$ cat config.mk
export PLATFORM = sky130hd
export DESIGN_NAME = slr_div_cell
export DESIGN_NICKNAME = d
export VERILOG_FILES = /design/src/hdl/slr_pkg.sv /design/src/hdl/slr_div_cell.sv
export SDC_FILE = /design/constraint.sdc
export NUM_CORES = 1
export LEC_CHECK = 0
export BUFFER_PORTS_ARGS = -buffer_cell sky130_fd_sc_hd__buf_4
export CORE_AREA = 2 2 131 120
export DETAILED_ROUTE_END_ITERATION = 10
export DIE_AREA = 0 0 133 122
export PLACE_DENSITY = 0.74
export SYNTH_ARGS = -nofsm -noshare
export SYNTH_HDL_FRONTEND = slang
export SYNTH_SLANG_ARGS = --single-unit
$ cat constraint.sdc
create_clock -name clk -period 6.5 [get_ports clk]
set_input_delay 0.325 -clock clk [delete_from_list [all_inputs] [get_ports clk]]
set_output_delay 0.325 -clock clk [all_outputs]
set_load 0.01 [all_outputs]
$ cat src/hdl/slr_pkg.sv
`timescale 1ns / 1ps
`default_nettype none
package slr_pkg;

	localparam int FRAC_BITS = 14;

	// Q30 angle and trig domain
	localparam logic [30:0] Q_ONE   = 31'h4000_0000;
	localparam logic [30:0] HALF_PI = 31'd1686629713;
	localparam logic [14:0] T_ONE   = 15'(1 << FRAC_BITS);

	// dot product to Q30 cosine
	localparam int CSH_R = (2 * FRAC_BITS >= 30) ? 2 * FRAC_BITS - 30 : 0;
	localparam int CSH_L = (2 * FRAC_BITS >= 30) ? 0 : 30 - 2 * FRAC_BITS;

	localparam int SER_STEPS = 12;
	localparam int SER_LAT   = 3;
	localparam int TRIG_LAT  = 2 + SER_STEPS * SER_LAT;
	localparam int STEP_LAT  = TRIG_LAT + 1;
	localparam int ANG_BITS  = 31;
	localparam int ACOS_LAT  = ANG_BITS * STEP_LAT;
	localparam int QUO_BITS  = 32;
	localparam int FRONT_LAT = 3;
	localparam int LAT       = FRONT_LAT + ACOS_LAT + 1 + TRIG_LAT + QUO_BITS + 2;

	// reciprocal scaling for the per-term constant divide
	localparam logic [63:0] RCP_NUM = 64'd1 << 34;

	typedef logic [9:0] div_const_t;

	localparam div_const_t COS_DIV [SER_STEPS] = '{
		10'd2, 10'd12, 10'd30, 10'd56, 10'd90, 10'd132,
		10'd182, 10'd240, 10'd306, 10'd380, 10'd462, 10'd552
	};
	localparam div_const_t SIN_DIV [SER_STEPS] = '{
		10'd6, 10'd20, 10'd42, 10'd72, 10'd110, 10'd156,
		10'd210, 10'd272, 10'd342, 10'd420, 10'd506, 10'd600
	};
	localparam logic [33:0] COS_RCP [SER_STEPS] = '{
		34'(RCP_NUM / 64'd2), 34'(RCP_NUM / 64'd12), 34'(RCP_NUM / 64'd30),
		34'(RCP_NUM / 64'd56), 34'(RCP_NUM / 64'd90), 34'(RCP_NUM / 64'd132),
		34'(RCP_NUM / 64'd182), 34'(RCP_NUM / 64'd240), 34'(RCP_NUM / 64'd306),
		34'(RCP_NUM / 64'd380), 34'(RCP_NUM / 64'd462), 34'(RCP_NUM / 64'd552)
	};
	localparam logic [33:0] SIN_RCP [SER_STEPS] = '{
		34'(RCP_NUM / 64'd6), 34'(RCP_NUM / 64'd20), 34'(RCP_NUM / 64'd42),
		34'(RCP_NUM / 64'd72), 34'(RCP_NUM / 64'd110), 34'(RCP_NUM / 64'd156),
		34'(RCP_NUM / 64'd210), 34'(RCP_NUM / 64'd272), 34'(RCP_NUM / 64'd342),
		34'(RCP_NUM / 64'd420), 34'(RCP_NUM / 64'd506), 34'(RCP_NUM / 64'd600)
	};

	typedef logic signed [15:0] comp_t;
	typedef logic signed [16:0] ncomp_t;

	typedef struct packed {
		logic [31:0]        x2;
		logic [31:0]        term;
		logic signed [34:0] sum;
	} ser_t;

	typedef struct packed {
		logic [30:0] rem;
		logic [31:0] lo;
		logic [31:0] quo;
		logic [30:0] dvs;
	} div_t;

	typedef struct packed {
		comp_t [3:0]  a;
		ncomp_t [3:0] b;
		logic [30:0]  t;
		logic         lin;
	} item_t;

endpackage
`default_nettype wire

$ cat src/hdl/slr_div_cell.sv
`timescale 1ns / 1ps
`default_nettype none
// One restoring-division quotient bit.
module slr_div_cell import slr_pkg::*; (
	input  logic clk,
	input  logic en,
	input  div_t d,
	output div_t q
);

	logic [31:0] trial;
	logic [31:0] diff;
	logic        ge;
	div_t        out_s1;

	assign trial = {d.rem, d.lo[31]};
	assign diff  = trial - {1'b0, d.dvs};
	assign ge    = trial >= {1'b0, d.dvs};

	always_ff @(posedge clk) begin
		if (en) begin
			out_s1.rem <= ge ? diff[30:0] : trial[30:0];
			out_s1.lo  <= {d.lo[30:0], 1'b0};
			out_s1.quo <= {d.quo[30:0], ge};
			out_s1.dvs <= d.dvs;
		end
	end

	assign q = out_s1;

endmodule
`default_nettype wire

==> impl_results.md, run 1 <==
- Num CTS Buffers: 17
- Multiplexer area fraction after synthesis: 0
- Hold_buf cts: 0
- Remaining Overflow, GRT: 0
- Max cap viols: 0
- Tot GR Track Use: 0.198
- Vias per std cell: between 4 and 5
- CP top delay family: compound AO/OA/AOI/OAI gates
- CP peak stage delay: 490 ps
- Fin crit share: 0.429
- RSZ-0062 raised after global routing: false
- Post_cts resized: 0
- Simple-Gate Fraction of Synth Area: 0.0829
- Area delta synth->final: 45.7%
- Nets: just under 900
- Worst min-delay path class: input port to flip-flop
- Setup_tns: 0 ps
- Number of detailed-route iterations in the first pass: 5
- Post-Route Utilization: 0.567
- Count of final max-slew check failures: 0
- H-Tree Depth: 4
- Outcome: completed
- Clock root buffer: clkbuf_16
- Antenna cells: 0
- Detail Placement HPWL: 12200 um
- Antenna violations before repair: 0
- DRC: 0
- Core ar.: about 0.015 mm^2
- Synth cell types: 57
- PortBufs: approximately 250
- PnR worst setup slack: 3710 ps
- Std-Cell Rows: 43
- Postcts setup bufs: 0
- Initial Util: 0.389
- Most common cell after layout, fill and taps aside: buf_4
- Final setup vio count: 0
- Syn Std Cell Area: between 0.005 and 0.006 mm^2
- Synth Flop Type: edfxtp_1
- TritonCTS Sinks: 125
- Leakage: approximately 3.7 nW
- Flops & latches, synth: between 100 and 150
- Worst slew pin tran: around 990 ps
- Sequential fraction of the synthesis area: 0.642
- Power Density: 286 mW/mm^2
- Post-synthesis compound-gate area fraction: 0.134
- Worst setup SP type: input port
- Syn nets: 610
- Gate Count Post-Synth: 450
- Largest net degree at the start of global routing: 82
- First-pass GRT wire length: 23900 um
- Most frequent cells in the layout: 253 x buf_4, 125 x edfxtp_1, 40 x inv_1, 36 x nor2_1, 34 x nand2_1
- Vias in the first global route: approximately 4400
- WL/cell: 17.5 um
- Crit path cell chain: buf_4 -> ha_1 -> fa_1 -> nor2b_1 -> o31a_1 -> o21bai_4 -> a21oi_4 -> a21o_2 -> o21ai_4 -> inv_2 -> and4_1 -> nor3_2
- Ports: 254
- Detail Route Antenna Nets: 0
- Share of layout cells above drive strength 1: 0.421
- Largest family of logic cells by synthesized area: compound AO/OA/AOI/OAI gates
- Final WL: around 16000 um
- Clock buffer depth: 2
- Post-Synthesis Mean Instance Area: ~13 um^2
- Number of flops mapped to enable cells by yosys: 125
- Yosys Warn Count: 0
- Crit Path Class: input port to flip-flop
- Pre-CTS setup slack: about 3300 ps
- Critical Path End Type: flip-flop
- WP buf/inv: 2
- Number of flip-flops under the largest register name: approximately 130
- Die ar.: about 0.016 mm^2
- FFs w/ async S/R, synth: 0
- Final hold violations: 0
- Slew margin rel.: 0.337
- Xor/xnor share of the synthesized area: 0.0345
- Crit-path slowest cell: inv_2
- Vias: between 4000 and 5000
- Worst Path Arrival: about 3000 ps
- Starting DRC count in detailed routing: between 200 and 300
- Synth Area in Adders: 0.0698
- DIE HEIGHT: 122 um
- Peak supply drop: 0.162 mV
- Max Freq: ~360 MHz
- Crit path max fanout: 31
- Critical Path RT: 6660 ps
- Power Total: 2.44 mW
- CTS tree: built
- GP Congestion: 0.840
- Min Tclk post-route: approximately 2800 ps
- Clk slew on worst S/H paths: 60 ps
- Die Span X: 133 um
==> report_power, final <==
part	switching, mW	internal (mW)
clock	0.380	0.540
combinational	0.268	0.238
sequential	0.0235	0.990
==> final timing paths <==
kind	start	end	cells after the start
setup / recovery	d[0]	q[117]	12
hold / removal	d[70]	q[71]	1
==> stage by stage <==
| step | area, um^2 | std cells | hold WS [ps] |
|---|---|---|---|
| 2_1_floorplan | 5840 | 450 | 424 |
| 3_3_place_gp | 7940 | 896 | 504 |
| 3_5_place_dp | 7940 | 896 | 504 |
| 4_1_cts | 8510 | 928 | 67.7 |
| 5_1_grt | 8510 | 928 | 52.1 |
| 6_report | 8510 | 928 | 87.1 |
==> Yosys cell counts (all sizes together) (6+ instances only) <==
| library cell | count | area share |
|---|---|---|
| buf | 8 | 0.0094 |
| nor3 | 6 | 0.0060 |
| nand2 | 34 | 0.022 |
| edfxtp | 125 | 0.64 |
| inv | 41 | 0.026 |
| xor2 | 14 | 0.021 |
| nor2 | 36 | 0.023 |
| xnor2 | 9 | 0.013 |
| ha | 31 | 0.066 |
| o21ai | 28 | 0.026 |
| a21o | 9 | 0.012 |
| a21oi | 42 | 0.044 |
==> routing by layer <==
layer  track usage  up-vias  routed length, um  share of wire
met2         0.339      196               8230           0.51
met5             0        -                  0              0
met1         0.228     2209               6460           0.40
li1              -     2192                  -              -
met4        0.0470        0                108         0.0067
met3        0.0891        6               1400          0.086
==> final cells by class <==
cell class                 count  area (um^2)
clock buffer                  17          425
clock inverter                15          151
fill                        1208         6500
inverter                      41          154
multi-input combinational    275         1880
sequential                   125         3750
tap                          202          253
timing repair buffer         253         1900
==> cell families after synthesis <==
group / after synthesis
adders and majority gates: 32
AOI/OAI and AO/OA: 115
buffers and inverters: 50
xor gates and xnor gates: 23
other: 1
DFF: 125
and+or+nand+nor: 104
Note: power is estimated with default switching activity, not from simulation.
==> run 2: changes to the inputs <==
PLACE_DENSITY = 0.77   (was 0.74)
clock period = 2.5 ns   (was 6.5 ns; I/O delays follow)
==> run 2 against run 1 <==
First-iteration DRC count grew 31%; largest cell class unchanged; global-route usage is 4.5 points higher; hold slack worse by 69 ps; sequential cell count is the same; utilization up 8.9 points; largest power group unchanged.
==> impl_results.md, run 2 (synthesized netlist as in run 1, its figures left out) <==
- Initial Util: 0.389 (unchanged)
- Outcome: completed
- Critical Path RT: 2660 ps (-4000 ps)
- Final WL: 19900 um (+22%)
- Die Span X: 133 um (unchanged)
- Leakage: 4.29 nW (+15%)
- CP peak stage delay: 550 ps (+60 ps)
- Min Tclk post-route: around 2500 ps
- Reg power frac: 0.396 (-0.020)
- DP Cell Count: 925 (+3.2%)
- Number of flip-flops under the largest register name: 125 (unchanged)
- Vias per std cell: 5.00 (+0.71%)
- GP Congestion: 0.916 (+9.1%)
- Tot GR Track Use: 0.243 (+0.0454)
- Crit path max fanout: 14 (-55%)
- Most common cell after layout, fill and taps aside: buf_4
- # fillers: 1057 (-13%)
- WL/cell: 18.8 um (+7.4%)
- Fin crit share: 0.984
- Std-Cell Rows: 43 (unchanged)
- Max Freq: between 400 and 500 MHz
- Met2 Use GR: 0.424 (+0.0852)
- Worst setup SP type: input port
- Global Route met1 Usage: 0.276 (+0.0477)
- Power Density: 682 mW/mm^2 (+140%)
- Nets: 1003 (+15%)
- Vias in the first global route: 5488 (+25%)
- Finished Layout Cells: 1058 (+14%)
- Clock root buffer: clkbuf_16
- Most frequent cells in the layout: 281 x buf_4, 125 x edfxtp_1, 100 x dlygate4sd3_1, 40 x inv_1
- Switching power: 1.85 mW (+180%)
- Ports: 254 (unchanged)
- Antenna violations before repair: 0 (unchanged)
- Max cap viols: 0 (unchanged)
- Worst slew pin tran: 683 ps (-311 ps)
- Register Area: 0.00375 mm^2 (unchanged)
- Hold_sp: d[111]
- Starting DRC count in detailed routing: 357 (+31%)
- PortBufs: 251 (unchanged)
- H-Tree Depth: 4 (unchanged)
- Detail Placement HPWL: 12900 um (+5.3%)
- Clock buffer depth: 2 (unchanged)
- Power Total: 6.71 mW (+180%)
- Switching Fraction: 0.276 (+0.000304)
- Area taken by multi-input logic gates: 0.00196 mm^2 (+4.2%)
- Cells on Worst Hold Path: 3 (+2)
- Design area: 0.00984 mm^2 (+16%)
- Remaining Overflow, GRT: 0 (unchanged)
- Final setup vio count: 0 (unchanged)
- Setup_tns: 0 ps (unchanged)
- Detail Route Antenna Nets: 0 (unchanged)
- GR met3 Demand/Resource: 0.0816 (-0.00749)
- Slew margin rel.: 0.545 (+0.207)
- First-pass GRT wire length: 29800 um (+25%)
- DRC: 0 (unchanged)
- Antenna cells: 0 (unchanged)
- Crit Path Class: input port to flip-flop
- Peak supply drop: 0.484 mV (+200%)
- GR peak layer: met2
- Largest net degree at the start of global routing: 126 (+54%)
- CTS tree: built
- Number of detailed-route iterations in the first pass: 5 (unchanged)
- Worst Path Arrival: 2620 ps (-330 ps)
- TritonCTS Sinks: 125 (unchanged)
- Min-Delay Endpoint: q[112]
- Area delta synth->final: 68.4%
- Count of final max-slew check failures: 0 (unchanged)
- Final hold violations: 0 (unchanged)
- RSZ-0062 raised after global routing: true
- Die ar.: 0.0162 mm^2 (unchanged)
- Critical Path End Type: flip-flop
- Clk pwr share: 0.368 (-0.009)
- Crit path cell chain: dlygate4sd3_1 -> buf_4 -> inv_1 -> ha_2 -> a21o_1 -> a211oi_2 -> o21ai_2 -> a21oi_2 -> o21ai_2 -> o21ai_4 -> inv_2 -> buf_4 -> nor2_2 -> a21oi_1
- Share of layout cells above drive strength 1: 0.410 (-0.0114)
- DIE HEIGHT: 122 um (unchanged)
- Num CTS Buffers: 17 (unchanged)
- Vias: 5285 (+15%)
- Core ar.: 0.0150 mm^2 (unchanged)
- Clk slew on worst S/H paths: 60 ps (about the same)
- Worst hold slack: 18.6 ps (-68.6 ps)
- Combinational power share: 0.237 (+0.030)
- Internal Pwr Total: 4.86 mW (+180%)
- Crit-path slowest cell: dlygate4sd3_1
- Worst min-delay path class: input port to flip-flop
- DP Area: 0.00817 mm^2 (+2.9%)
-- run 2: cell type report --
| type | instances | share of cell area |
|---|---|---|
| Tap cell | 202 | 0.0257 |
| Inverter | 41 | 0.0156 |
| Timing Repair Buffer | 383 | 0.319 |
| Multi-Input combinational cell | 275 | 0.199 |
| Sequential cell | 125 | 0.381 |
| Clock buffer | 17 | 0.0432 |
| Clock inverter | 15 | 0.0163 |
-- run 2: worst max-delay path by stage --
stage	end	slack, ps	cells after the start	start
2_1_floorplan	q[117]	130	11	d[94]
3_3_place_gp	q[117]	-130	11	d[0]
3_5_place_dp	q[117]	-190	11	d[0]
4_1_cts	q[125]	1	12	d[22]
5_1_grt	q[96]	-110	13	d[29]
6_report	q[95]	40	14	d[24]
-- run 2: metrics by stage --
| stage | setup WS [ps] | utilization |
|---|---|---|
| detailed placement | -191 | 0.544 |
| finish | 41.1 | 0.656 |
| CTS | 1.07 | 0.649 |
| global route | -106 | 0.656 |
| floorplan | 126 | - |
| global placement | -130 | 0.544 |
-- run 2: what timing repair did --
item	CTS	global route
endpoints found under the hold margin	99	1
hold buffers	99	1
setup buffers	0	1
gates resized for setup	0	20
endpoints found under the setup margin	0	28
-- run 2: worst max-delay path: cells and delay by family --
kind | cells | cell delay [ps]
fa+ha+maj | 1 | 200
compound gates | 7 | 1130
simple gates | 1 | 140
buf+inv | 5 | 1000
-- run 2: power groups by stage --
stage / sequential, mW / clock [mW] / combinational (mW)
2_1_floorplan: 2.79 / 0 / 0.538
3_3_place_gp: 2.68 / 0 / 1.36
4_1_cts: 2.64 / 2.47 / 1.53
5_1_grt: 2.67 / 2.61 / 1.70
3_5_place_dp: 2.69 / 0 / 1.39
6_report: 2.65 / 2.47 / 1.59
-- run 2: metal layers --
layer / routed length [um] / part of all wire
met4: 573 / 0.029
met1: 7630 / 0.38
met3: 1580 / 0.080
met5: 0 / 0
met2: 10100 / 0.51
